[config.mk]
export PLATFORM = sky130hd
export DESIGN_NAME = imu_serial_frame_parser
export DESIGN_NICKNAME = d
export VERILOG_FILES = /design/src/rtl/isfp_pkg.sv /design/src/rtl/isfp_front.sv /design/src/rtl/isfp_queue.sv /design/src/rtl/isfp_back.sv /design/src/rtl/imu_serial_frame_parser.sv
export VERILOG_INCLUDE_DIRS = /design/src /design/src/rtl
export SDC_FILE = /design/constraint.sdc
export NUM_CORES = 1
export LEC_CHECK = 0
export BUFFER_PORTS_ARGS = -buffer_cell sky130_fd_sc_hd__clkbuf_2
export CAP_MARGIN = 20
export CORE_MARGIN = 2
export CORE_UTILIZATION = 56
export DETAILED_ROUTE_END_ITERATION = 16
export GPL_ROUTABILITY_DRIVEN = 0
export PLACE_DENSITY = 0.79
export REMOVE_ABC_BUFFERS = 1
export SYNTH_ARGS = -nofsm -noshare
export SYNTH_HDL_FRONTEND = slang
export SYNTH_HIERARCHICAL = 1
export SYNTH_SLANG_ARGS = --single-unit
[constraint.sdc]
create_clock -name clk -period 7.9 [get_ports clk]
set_input_delay 2.37 -clock clk [delete_from_list [all_inputs] [get_ports clk]]
set_output_delay 2.37 -clock clk [all_outputs]
set_load 0.02 [all_outputs]
[src/rtl/imu_serial_frame_parser_assert.svh]
// ---------------------------------------------------------------------------
// IMU serial frame parser assertion macros
// Shared concurrent assertion wrappers for the parser modules.
// ---------------------------------------------------------------------------
`ifndef IMU_SERIAL_FRAME_PARSER_ASSERT_SVH
`define IMU_SERIAL_FRAME_PARSER_ASSERT_SVH

// Check an implication on every clock edge outside reset
`define ISFP_ASSERT(label, prop, msg) \
  label: assert property (@(posedge clk) disable iff (!rst_n) prop) else $error(msg);

// Check that a condition never holds on any clock edge outside reset
`define ISFP_ASSERT_NEVER(label, cond, msg) \
  label: assert property (@(posedge clk) disable iff (!rst_n) !(cond)) else $error(msg);

`endif

[src/rtl/isfp_pkg.sv]
// ---------------------------------------------------------------------------
// IMU serial frame parser package
// Shared types, register indexes and field constants.
// ---------------------------------------------------------------------------
`default_nettype none

package isfp_pkg;

  localparam int FRAME_LENGTH_DEF = 11;
  localparam int POS_W            = 5;
  localparam int BYTE_W           = 8;
  localparam int AXIS_W           = 16;
  localparam int KIND_W           = 2;
  localparam int PADDR_W          = 4;
  localparam int PDATA_W          = 32;

  // Byte positions of the decoded fields within a frame
  localparam int TYPE_BYTE        = 1;
  localparam int X_LO_BYTE        = 2;
  localparam int Y_LO_BYTE        = 4;
  localparam int Z_LO_BYTE        = 6;
  localparam int T_LO_BYTE        = 8;
  localparam int LAST_FIELD_BYTE  = 9;

  // Register indexes
  localparam logic [1:0] REG_HEADER = 2'd0;
  localparam logic [1:0] REG_ACCEL  = 2'd1;
  localparam logic [1:0] REG_GYRO   = 2'd2;
  localparam logic [1:0] REG_ANGLE  = 2'd3;

  localparam logic [BYTE_W-1:0] HEADER_RST = 8'd85;
  localparam logic [BYTE_W-1:0] ACCEL_RST  = 8'd81;
  localparam logic [BYTE_W-1:0] GYRO_RST   = 8'd82;
  localparam logic [BYTE_W-1:0] ANGLE_RST  = 8'd83;

  // Frame kinds
  localparam logic [KIND_W-1:0] KIND_ACCEL = 2'd0;
  localparam logic [KIND_W-1:0] KIND_GYRO  = 2'd1;
  localparam logic [KIND_W-1:0] KIND_ANGLE = 2'd2;

  typedef struct packed {
    logic [BYTE_W-1:0] header_byte;
    logic [BYTE_W-1:0] accel_type_code;
    logic [BYTE_W-1:0] gyro_type_code;
    logic [BYTE_W-1:0] angle_type_code;
  } cfg_t;

  typedef struct packed {
    logic [BYTE_W-1:0] data;
    logic [POS_W-1:0]  pos;
    logic              last;
    logic              sum_ok;
  } queue_entry_t;

endpackage

`default_nettype wire

[src/rtl/isfp_front.sv]
// ---------------------------------------------------------------------------
// IMU serial frame parser front end
// Hunts for the header, tracks byte position and checksum, queues beats.
// ---------------------------------------------------------------------------
`default_nettype none

module isfp_front #(
  parameter int FRAME_LENGTH = isfp_pkg::FRAME_LENGTH_DEF
) (
  input  wire                               clk,
  input  wire                               rst_n,
  input  wire  [isfp_pkg::BYTE_W-1:0]       header_byte,
  input  wire                               in_valid,
  output logic                              in_ready,
  input  wire  [isfp_pkg::BYTE_W-1:0]       in_rx_byte,
  output logic                              push_valid,
  input  wire                               push_ready,
  output isfp_pkg::queue_entry_t            push_entry
);

  localparam logic [isfp_pkg::POS_W-1:0] LAST_POS = isfp_pkg::POS_W'(FRAME_LENGTH - 1);

  logic [isfp_pkg::POS_W-1:0]  pos_r, pos_nxt;
  logic [isfp_pkg::BYTE_W-1:0] sum_r, sum_nxt;
  logic                        accept;
  logic                        keep;
  logic                        is_last;

  assign in_ready = push_ready;
  assign accept   = in_valid && in_ready;
  assign keep     = (pos_r != '0) || (in_rx_byte == header_byte);
  assign is_last  = (pos_r == LAST_POS);

  always_comb begin
    push_valid        = in_valid && keep;
    push_entry.data   = in_rx_byte;
    push_entry.pos    = pos_r;
    push_entry.last   = is_last;
    push_entry.sum_ok = (sum_r == in_rx_byte);
  end

  always_comb begin
    pos_nxt = pos_r;
    sum_nxt = sum_r;
    if (accept && keep) begin
      if (is_last) begin
        pos_nxt = '0;
        sum_nxt = '0;
      end else begin
        pos_nxt = pos_r + isfp_pkg::POS_W'(1);
        sum_nxt = sum_r + in_rx_byte;
      end
    end
  end

  always_ff @(posedge clk) begin
    if (!rst_n) begin
      pos_r <= '0;
      sum_r <= '0;
    end else begin
      pos_r <= pos_nxt;
      sum_r <= sum_nxt;
    end
  end

`include "imu_serial_frame_parser_assert.svh"

`ISFP_ASSERT_NEVER(a_pos_in_frame, pos_r > LAST_POS, "byte position beyond frame")
`ISFP_ASSERT(a_last_clears, accept && keep && is_last |=> pos_r == '0 && sum_r == '0, "frame end did not clear")

endmodule

`default_nettype wire

[src/rtl/isfp_queue.sv]
// ---------------------------------------------------------------------------
// IMU serial frame parser queue
// Two-entry queue decoupling the front end from the frame decoder.
// ---------------------------------------------------------------------------
`default_nettype none

module isfp_queue (
  input  wire                     clk,
  input  wire                     rst_n,
  input  wire                     push_valid,
  output logic                    push_ready,
  input  isfp_pkg::queue_entry_t  push_entry,
  output logic                    pop_valid,
  input  wire                     pop_ready,
  output isfp_pkg::queue_entry_t  pop_entry
);

  isfp_pkg::queue_entry_t entry_r [0:1];
  logic       wr_ptr_r, wr_ptr_nxt;
  logic       rd_ptr_r, rd_ptr_nxt;
  logic [1:0] cnt_r, cnt_nxt;
  logic       push;
  logic       pop;

  assign push_ready = (cnt_r != 2'd2);
  assign pop_valid  = (cnt_r != 2'd0);
  assign pop_entry  = entry_r[rd_ptr_r];
  assign push       = push_valid && push_ready;
  assign pop        = pop_valid && pop_ready;

  always_comb begin
    wr_ptr_nxt = push ? ~wr_ptr_r : wr_ptr_r;
    rd_ptr_nxt = pop ? ~rd_ptr_r : rd_ptr_r;
    cnt_nxt    = cnt_r;
    if (push && !pop) begin
      cnt_nxt = cnt_r + 2'd1;
    end else if (pop && !push) begin
      cnt_nxt = cnt_r - 2'd1;
    end
  end

  always_ff @(posedge clk) begin
    if (push) begin
      entry_r[wr_ptr_r] <= push_entry;
    end
  end

  always_ff @(posedge clk) begin
    if (!rst_n) begin
      wr_ptr_r <= 1'b0;
      rd_ptr_r <= 1'b0;
      cnt_r    <= 2'd0;
    end else begin
      wr_ptr_r <= wr_ptr_nxt;
      rd_ptr_r <= rd_ptr_nxt;
      cnt_r    <= cnt_nxt;
    end
  end

`include "imu_serial_frame_parser_assert.svh"

`ISFP_ASSERT_NEVER(a_cnt_range, cnt_r == 2'd3, "queue count overflow")
`ISFP_ASSERT(a_ptr_match, cnt_r == 2'd0 || cnt_r == 2'd2 |-> wr_ptr_r == rd_ptr_r, "queue pointers out of step")

endmodule

`default_nettype wire

[src/rtl/isfp_back.sv]
// ---------------------------------------------------------------------------
// IMU serial frame parser back end
// Stores frame bytes, checks sum and type at frame end and registers results.
// ---------------------------------------------------------------------------
`default_nettype none

module isfp_back (
  input  wire                                 clk,
  input  wire                                 rst_n,
  input  isfp_pkg::cfg_t                      cfg,
  input  wire                                 pop_valid,
  output logic                                pop_ready,
  input  isfp_pkg::queue_entry_t              pop_entry,
  output logic                                out_valid,
  input  wire                                 out_ready,
  output logic [isfp_pkg::KIND_W-1:0]         out_frame_kind,
  output logic signed [isfp_pkg::AXIS_W-1:0]  out_axis_x,
  output logic signed [isfp_pkg::AXIS_W-1:0]  out_axis_y,
  output logic signed [isfp_pkg::AXIS_W-1:0]  out_axis_z,
  output logic signed [isfp_pkg::AXIS_W-1:0]  out_temperature
);

  localparam int LO = isfp_pkg::TYPE_BYTE;
  localparam int HI = isfp_pkg::LAST_FIELD_BYTE;

  logic [isfp_pkg::BYTE_W-1:0] store_r [LO:HI];
  logic [isfp_pkg::BYTE_W-1:0] view    [LO:HI];

  logic                               pop;
  logic                               type_hit;
  logic [isfp_pkg::KIND_W-1:0]        kind;
  logic                               emit;
  logic                               out_valid_r, out_valid_nxt;
  logic [isfp_pkg::KIND_W-1:0]        kind_r;
  logic [isfp_pkg::AXIS_W-1:0]        x_r, y_r, z_r, t_r;

  assign pop_ready = !out_valid_r || out_ready;
  assign pop       = pop_valid && pop_ready;

  for (genvar i = LO; i <= HI; i++) begin : g_store
    always_ff @(posedge clk) begin
      if (pop && pop_entry.pos == isfp_pkg::POS_W'(i)) begin
        store_r[i] <= pop_entry.data;
      end
    end

    // the checksum byte may itself be a field byte in the shortest frame
    assign view[i] = (pop_entry.last && pop_entry.pos == isfp_pkg::POS_W'(i)) ?
                     pop_entry.data : store_r[i];
  end

  always_comb begin
    type_hit = 1'b1;
    kind     = isfp_pkg::KIND_ACCEL;
    if (view[isfp_pkg::TYPE_BYTE] == cfg.accel_type_code) begin
      kind = isfp_pkg::KIND_ACCEL;
    end else if (view[isfp_pkg::TYPE_BYTE] == cfg.gyro_type_code) begin
      kind = isfp_pkg::KIND_GYRO;
    end else if (view[isfp_pkg::TYPE_BYTE] == cfg.angle_type_code) begin
      kind = isfp_pkg::KIND_ANGLE;
    end else begin
      type_hit = 1'b0;
    end
  end

  assign emit = pop && pop_entry.last && pop_entry.sum_ok && type_hit;

  always_comb begin
    out_valid_nxt = out_valid_r;
    if (emit) begin
      out_valid_nxt = 1'b1;
    end else if (out_ready) begin
      out_valid_nxt = 1'b0;
    end
  end

  always_ff @(posedge clk) begin
    if (!rst_n) begin
      out_valid_r <= 1'b0;
    end else begin
      out_valid_r <= out_valid_nxt;
    end
  end

  always_ff @(posedge clk) begin
    if (emit) begin
      kind_r <= kind;
      x_r    <= {view[isfp_pkg::X_LO_BYTE + 1], view[isfp_pkg::X_LO_BYTE]};
      y_r    <= {view[isfp_pkg::Y_LO_BYTE + 1], view[isfp_pkg::Y_LO_BYTE]};
      z_r    <= {view[isfp_pkg::Z_LO_BYTE + 1], view[isfp_pkg::Z_LO_BYTE]};
      t_r    <= (kind == isfp_pkg::KIND_ACCEL) ?
                {view[isfp_pkg::T_LO_BYTE + 1], view[isfp_pkg::T_LO_BYTE]} : '0;
    end
  end

  assign out_valid       = out_valid_r;
  assign out_frame_kind  = kind_r;
  assign out_axis_x      = x_r;
  assign out_axis_y      = y_r;
  assign out_axis_z      = z_r;
  assign out_temperature = t_r;

`include "imu_serial_frame_parser_assert.svh"

`ISFP_ASSERT(a_emit_shows, emit |=> out_valid_r, "accepted frame not presented")
`ISFP_ASSERT(a_no_idle_stall, pop_valid && !out_valid_r |-> pop, "decoder stalled with free output")

endmodule

`default_nettype wire

[src/rtl/imu_serial_frame_parser.sv]
// ---------------------------------------------------------------------------
// IMU serial frame parser
// Parses checksummed IMU serial frames into raw axis counts.
//
// Input channel in_*: one received serial byte per beat. Bytes are dropped
// until the header byte arrives; a frame of FRAME_LENGTH bytes is then
// collected, the last being the 8-bit sum of all others.
// Result channel out_*: one beat per good frame of known type, carrying the
// kind, three signed axis counts and temperature (zero unless acceleration).
// Throughput: one byte per cycle while the queue has room, set by the running
// sum and position counter in the front end; a two-entry queue feeds the
// decoder. Path: the last byte's beat passes through the queue registers,
// then through the output register that drives out_valid.
// Receiver stall: the output register holds, the queue fills, then in_ready
// falls until the result is taken.
// Reset: control registers take their defaults; parser resumes header hunt.
// Configuration: APB registers at 0x0 header, 0x4 accel, 0x8 gyro, 0xC angle.
// ---------------------------------------------------------------------------
`default_nettype none

module imu_serial_frame_parser #(
  parameter int FRAME_LENGTH = isfp_pkg::FRAME_LENGTH_DEF
) (
  input  wire                                 clk,
  input  wire                                 rst_n,
  input  wire                                 psel,
  input  wire                                 penable,
  input  wire                                 pwrite,
  input  wire  [isfp_pkg::PADDR_W-1:0]        paddr,
  input  wire  [isfp_pkg::PDATA_W-1:0]        pwdata,
  output logic [isfp_pkg::PDATA_W-1:0]        prdata,
  output logic                                pready,
  input  wire                                 in_valid,
  output logic                                in_ready,
  input  wire  [isfp_pkg::BYTE_W-1:0]         in_rx_byte,
  output logic                                out_valid,
  input  wire                                 out_ready,
  output logic [isfp_pkg::KIND_W-1:0]         out_frame_kind,
  output logic signed [isfp_pkg::AXIS_W-1:0]  out_axis_x,
  output logic signed [isfp_pkg::AXIS_W-1:0]  out_axis_y,
  output logic signed [isfp_pkg::AXIS_W-1:0]  out_axis_z,
  output logic signed [isfp_pkg::AXIS_W-1:0]  out_temperature
);

  isfp_pkg::cfg_t         cfg_r, cfg_nxt;
  logic                   cfg_wr;
  logic [1:0]             cfg_idx;
  logic                   push_valid;
  logic                   push_ready;
  isfp_pkg::queue_entry_t push_entry;
  logic                   pop_valid;
  logic                   pop_ready;
  isfp_pkg::queue_entry_t pop_entry;

  assign pready  = 1'b1;
  assign cfg_wr  = psel && penable && pwrite && pready;
  assign cfg_idx = paddr[3:2];

  always_comb begin
    cfg_nxt = cfg_r;
    if (cfg_wr) begin
      unique case (cfg_idx)
        isfp_pkg::REG_HEADER: cfg_nxt.header_byte     = pwdata[isfp_pkg::BYTE_W-1:0];
        isfp_pkg::REG_ACCEL:  cfg_nxt.accel_type_code = pwdata[isfp_pkg::BYTE_W-1:0];
        isfp_pkg::REG_GYRO:   cfg_nxt.gyro_type_code  = pwdata[isfp_pkg::BYTE_W-1:0];
        isfp_pkg::REG_ANGLE:  cfg_nxt.angle_type_code = pwdata[isfp_pkg::BYTE_W-1:0];
        default:              cfg_nxt = cfg_r;
      endcase
    end
  end

  always_comb begin
    prdata = '0;
    unique case (cfg_idx)
      isfp_pkg::REG_HEADER: prdata[isfp_pkg::BYTE_W-1:0] = cfg_r.header_byte;
      isfp_pkg::REG_ACCEL:  prdata[isfp_pkg::BYTE_W-1:0] = cfg_r.accel_type_code;
      isfp_pkg::REG_GYRO:   prdata[isfp_pkg::BYTE_W-1:0] = cfg_r.gyro_type_code;
      isfp_pkg::REG_ANGLE:  prdata[isfp_pkg::BYTE_W-1:0] = cfg_r.angle_type_code;
      default:              prdata = '0;
    endcase
  end

  always_ff @(posedge clk) begin
    if (!rst_n) begin
      cfg_r.header_byte     <= isfp_pkg::HEADER_RST;
      cfg_r.accel_type_code <= isfp_pkg::ACCEL_RST;
      cfg_r.gyro_type_code  <= isfp_pkg::GYRO_RST;
      cfg_r.angle_type_code <= isfp_pkg::ANGLE_RST;
    end else begin
      cfg_r <= cfg_nxt;
    end
  end

  isfp_front #(
    .FRAME_LENGTH (FRAME_LENGTH)
  ) u_front (
    .clk         (clk),
    .rst_n       (rst_n),
    .header_byte (cfg_r.header_byte),
    .in_valid    (in_valid),
    .in_ready    (in_ready),
    .in_rx_byte  (in_rx_byte),
    .push_valid  (push_valid),
    .push_ready  (push_ready),
    .push_entry  (push_entry)
  );

  isfp_queue u_queue (
    .clk        (clk),
    .rst_n      (rst_n),
    .push_valid (push_valid),
    .push_ready (push_ready),
    .push_entry (push_entry),
    .pop_valid  (pop_valid),
    .pop_ready  (pop_ready),
    .pop_entry  (pop_entry)
  );

  isfp_back u_back (
    .clk             (clk),
    .rst_n           (rst_n),
    .cfg             (cfg_r),
    .pop_valid       (pop_valid),
    .pop_ready       (pop_ready),
    .pop_entry       (pop_entry),
    .out_valid       (out_valid),
    .out_ready       (out_ready),
    .out_frame_kind  (out_frame_kind),
    .out_axis_x      (out_axis_x),
    .out_axis_y      (out_axis_y),
    .out_axis_z      (out_axis_z),
    .out_temperature (out_temperature)
  );

endmodule

`default_nettype wire
* After elaboration in Yosys (flattened, before gate mapping) *
Memory sizes are Yosys's and may differ from the RTL's. A register that Yosys moved wholly into a read port is not among the register bits.
Index checks and enable logic that the tools add are counted.

operators by class
  add/sub/neg operators = 4
  equality and inequality tests = 19
  muxes and demuxes = 60
  bitwise gates (word level) = 2
  reductions and logical operators = 47

operators by type and width
  kind                   count
  $mux W8                10
  $reduce_or A8 Y1       8
  $eq A8 B8 Y1           5
  $mux W1                35
  $mux W4                8
  $pmux W8 S4            1
  $logic_and A1 B1 Y1    22
  $eq A5 B3 Y1 const B   4
  $eq A5 B4 Y1 const B   3
  $eq A5 B2 Y1 const B   2
  $mux W2                5
  $add A8 B8 Y8          1
  $reduce_and A2 Y1      4
  $reduce_bool A2 Y1     3
  $add A5 B1 Y5 const B  1
  $eq A5 B1 Y1 const B   1
  $logic_not A1 Y1       5
  $mux W5                1
  $reduce_bool A5 Y1     1
  $eq A2 B2 Y1 const B   2
  $logic_not A2 Y1       2
  $add A2 B1 Y2 const B  1
  $eq A2 B1 Y1 const B   1
  $logic_or A1 B1 Y1     2
  other kinds (3)        4

storage, ports and cells
  flip-flop bits (word level) = 52
  memory bits (writable) = 102
  input bits = 51
  output and inout port bits = 101
  word-level logic and storage cells = 145
  memories kept = 2

memory list
  name             depth  width  read ports  clocked after Yosys merged registers in  write ports  line              RTL
  u_back.store_r   9      8      9           8                                        1            isfp_back.sv:26   logic [isfp_pkg::BYTE_W-1:0] store_r [LO:HI];
  u_queue.entry_r  2      15     1           1                                        1            isfp_queue.sv:18  isfp_pkg::queue_entry_t entry_r [0:1];

* Depth between registers and ports, before layout *
  depth in word-level cells = 15
  gate-level depth with buffers = 12
  gate-level depth less buffers = 10

* By module *
Netlist, hierarchy kept.

modules (own cells, without submodules)
  module                   times used  cells each  area each (µm²)  sequential area each (µm²)
  isfp_back                1           361         5191.2           3523.4
  imu_serial_frame_parser  1           157         1644.1           640.6
  isfp_queue               1           71          1322.5           1001.0
  isfp_front               1           133         1114.8           260.2

* Least setup slack after synthesis *
Ideal clock, no wire load.

  path type = reg-to-reg
  start = register (tool-made name)
  end = register u_back.x_r (netlist bit u_back/out_axis_x[0]) (read register of u_back.store_r) (enable)
  arrival = 5.741 ns
  required time = 7.402 ns
  slack = 1.661 ns
  stages on the path, launching flop included = 12
  buffers on the path = 3
  clock period less this slack = 6.239 ns
  path through = dfxtp_1 -> buf_2 -> buf_2 -> mux2_2 -> nor4b_4 -> nand2_4 -> or4_1 -> a221oi_1 -> and4_1 -> buf_6 -> o31ai_2 -> nor2b_1

RTL lines
  element        line             RTL
  end, declared  isfp_back.sv:35  logic [isfp_pkg::AXIS_W-1:0] x_r, y_r, z_r, t_r;

* Final worst setup path *
  start = input port paddr[3] in the netlist's numbering
  end = output port prdata[6] in the netlist's numbering

on the way
  longest elaborated chain between the ends = 2
  elaborated cells on any way between the ends = 5

ends and longest elaborated chain
  element                                     line                           RTL
  start, declared                             imu_serial_frame_parser.sv:29  input wire [isfp_pkg::PADDR_W-1:0] paddr,
  $eq A2 B2 Y1, or another cell as far along  imu_serial_frame_parser.sv:74  unique case (cfg_idx)
  $pmux W8 S4 (*)                             imu_serial_frame_parser.sv:74
  end, declared                               imu_serial_frame_parser.sv:31  output logic [isfp_pkg::PDATA_W-1:0] prdata,

Every way passes the cells marked *; elsewhere a longest branch is shown, timed or not.

==> results.toml <==
[status]
outcome = "finished clean"

[layout]
final_core_util = 0.638
nNetsFinal = 874
antennaDiodeCount = 0
area_growth_syn_to_layout_pct = 13.0
fin_cells = 1047
layout-drive-gt1-share = 0.288

[detailed_routing]
drc_errors = 0
drtIter0Drc = 425
drt-vias-per-instance = 5.65
drt_wl_total_um = 20000
via_count = 5918
postRouteAntennaNets = 0
firstDrtPassIters = 7
avgRoutedWirePerCell_um = 19.1

[global_routing]
grt_max_degree = 54
global_route.overflow_total = 0
groute.usage.overall = 0.227
antenna_found_initial = 0
grt_first_pass_wirelength_um = 32000
grt_pass1_vias = 6018

[critical_path]
path_class = "input port to primary output"
cp.arrival_ns = 3.45
startpoint_type = "input port"
crit_fanout = 13
critPathRequiredTime_ns = 5.53
worst_setup_path_end_kind = "primary output"
setup.reg_to_reg.worst_slack_ns = 2.63

[sta]
skew_ns = 0.0117
setup_ws_ns = 2.08
fmax_mhz = 172
slew_headroom = 0.389
final_max_slew_viol_count = 0
tightestPinTransition_ns = 0.914
timing.setup.tns_ns = 0
rsz0062_at_grt = "false"
finalSetupViolCount = 0
final_hold_viol_count = 0
period_minus_slack_ns = 5.82
final_min_period_over_clock_period = 0.737

[floorplan]
core_region_area_mm2 = 0.0164
die_w_um = 133
die_y_um = 133
initial_utilization = 0.565
fp-row-count = 47
die_area_mm2 = 0.0176
floorplan.io_pins = 152

[place]
io_buffer_count = 100
numPlacedInstances = 1007
pre_cts_slack_ns = 2.08
total_half_perimeter_wirelength_after_legalization_and_detailed_placement_um = 13600

[yosys]
synth.top_cell.area_share = 0.337
ys_top_cells_by_area = "sky130_fd_sc_hd__edfxtp_1 34%, sky130_fd_sc_hd__dfxtp_1 25%, sky130_fd_sc_hd__mux2_2 7.8%"
synthesis.area_mm2 = 0.00927
synthesis.area_per_instance_um2 = 12.8
combinational_family_with_the_most_area_after_synthesis = "multiplexers"
synth-compound-area-share = 0.0719
synth_flop_cell = "sky130_fd_sc_hd__dfxtp_1"
ys_ff_latch = 219
synth-async-reset-ratio = 0
syn-instance-count = 722
synth_simple_gate_area_frac = 0.105
yosysTopAreaCell = "sky130_fd_sc_hd__edfxtp_1"
number_of_distinct_library_cell_variants_in_the_gate_level_netlist_after_synthesis = 75
synth_warnings = 6
ys_seq_area_frac = 0.585
post_synth_fa_ha_maj_area_fraction = 0.0170
multiplexer_share_of_the_synthesized_area = 0.134
synth_edf_count = 104
post_synth_xor_area_fraction = 0.0331

[clock_tree]
cts-hold-fix-buffers = 0
postCtsSetupRepairBufs = 0
cts_resized = 0
clock_buffer_count_from_cts = 22
clk_path_buf_depth = 3
clock_latency_ns = 0.50
htreeDepth = 1
tritoncts_num_sinks = 219
cts_tree = "yes"
clk_pin_slew_ns = 0.06
clock_root_buffer_master = "sky130_fd_sc_hd__clkbuf_16"

[pwr]
leakagePower_uw = 0.00421
total_power_uw = 2570
power.density_cell_area_mw_per_mm2 = 245
largest_vdd_supply_drop_mv = 0.141

[run]
cap_violations = 0

[worst_hold_path]
hold_path.class = "register to register"
## registers in the layout, summed over array words and instances, names as in the netlist, named ones only
register	flops
u_back/store_r	64
cfg_r	32
u_queue/cnt_r	2
u_back/out_temperature	16
u_front/sum_r	8
u_queue/rd_ptr_r	1
u_back/out_axis_y	16
u_queue/entry_r	30
u_queue/wr_ptr_r	1
u_back/out_valid	1
u_front/pos_r	5
u_back/out_frame_kind	2
u_back/out_axis_x	16
u_back/out_axis_z	16
## cell usage after synthesis, types with 4 or more instances
library cell	count
sky130_fd_sc_hd__and2_1	4
sky130_fd_sc_hd__buf_2	4
sky130_fd_sc_hd__nand2b_1	7
sky130_fd_sc_hd__nor2b_1	19
sky130_fd_sc_hd__mux4_2	8
sky130_fd_sc_hd__o22ai_1	6
sky130_fd_sc_hd__dfxtp_1	115
sky130_fd_sc_hd__nand3_1	11
sky130_fd_sc_hd__o21a_1	16
sky130_fd_sc_hd__o21ai_0	32
sky130_fd_sc_hd__nor3_1	5
sky130_fd_sc_hd__mux2i_1	33
sky130_fd_sc_hd__xnor2_1	20
sky130_fd_sc_hd__mux2_2	64
sky130_fd_sc_hd__nand3b_1	4
sky130_fd_sc_hd__nand4_1	5
sky130_fd_sc_hd__buf_6	4
sky130_fd_sc_hd__edfxtp_1	104
sky130_fd_sc_hd__nand2_1	57
sky130_fd_sc_hd__buf_4	40
sky130_fd_sc_hd__nor2_1	19
sky130_fd_sc_hd__clkbuf_1	13
sky130_fd_sc_hd__ha_1	11
sky130_fd_sc_hd__inv_1	19
sky130_fd_sc_hd__xor2_1	15
sky130_fd_sc_hd__or3_1	6
sky130_fd_sc_hd__a21oi_1	14
## worst paths after layout
check,startpoint,endpoint,depth (start not counted)
max,paddr[3],prdata[6],3
min,u_back/store_r[9][7]$_DFF_P_,u_back/store_r[9][7]$_DFF_P_,1
max reg2reg,register,u_back/out_temperature[8]$_SDFFCE_PP0P_,9
min reg2reg,u_back/store_r[9][7]$_DFF_P_,u_back/store_r[9][7]$_DFF_P_,1
## cells by family after synthesis
logic type      count (synthesis)
fa+ha+maj                      12
buf+inv                        81
simple gates                  170
compound gates                 97
xor+xnor                       35
flops                         219
other cells                     2
mux                           106
## worst max-delay path, cell delays in order
cell	delay [ns]
sky130_fd_sc_hd__clkbuf_2	0.33
sky130_fd_sc_hd__mux4_2	0.57
sky130_fd_sc_hd__clkbuf_2	0.17
## through the flow
stage | hold WS (ns) | cell area [µm²]
floorplan | 0.427 | 8940
global placement | 0.442 | 9750
detailed placement | 0.455 | 9750
CTS | 0.474 | 10500
global route | 0.486 | 10500
finish | 0.476 | 10500
## per-layer routing
layer,vias to the layer above,GRT usage,share of wire
met1,2874,0.304,0.42
met3,45,0.0341,0.064
li1,2732,-,-
met2,267,0.388,0.49
met4,0,0.0645,0.019
met5,-,0,0
## final cells by class
cell class / count / area, µm²
multi-input cells: 445 / 3450
flip-flops and latches: 219 / 5430
inverters: 19 / 71.3
well taps: 220 / 275
clock buffers: 29 / 639
clock inverters: 11 / 85.1
fillers: 1202 / 5930
repair buffers: 104 / 531
## placed cells by master (no fill, tap or decap), types with 15 or more instances in the layout
| cell type | synthesis | routed |
|---|---|---|
| sky130_fd_sc_hd__o21ai_0 | 32 | 32 |
| sky130_fd_sc_hd__clkbuf_2 | 0 | 100 |
| sky130_fd_sc_hd__edfxtp_1 | 104 | 104 |
| sky130_fd_sc_hd__xor2_1 | 15 | 15 |
| sky130_fd_sc_hd__nand2_1 | 57 | 57 |
| sky130_fd_sc_hd__mux2i_1 | 33 | 33 |
| sky130_fd_sc_hd__dfxtp_1 | 115 | 115 |
| sky130_fd_sc_hd__inv_1 | 19 | 19 |
| sky130_fd_sc_hd__nor2b_1 | 19 | 18 |
| sky130_fd_sc_hd__o21a_1 | 16 | 16 |
| sky130_fd_sc_hd__conb_1 | 2 | 25 |
| sky130_fd_sc_hd__nor2_1 | 19 | 19 |
| sky130_fd_sc_hd__clkbuf_16 | 0 | 24 |
| sky130_fd_sc_hd__mux2_2 | 64 | 64 |
| sky130_fd_sc_hd__xnor2_1 | 20 | 20 |
## power breakdown
part / switching (µW) / internal, µW
Clock: 423 / 603
Combinational: 160 / 102
Sequential: 32.8 / 1250
Total: 616 / 1950
No activity file was read; power rests on OpenSTA's default activity.
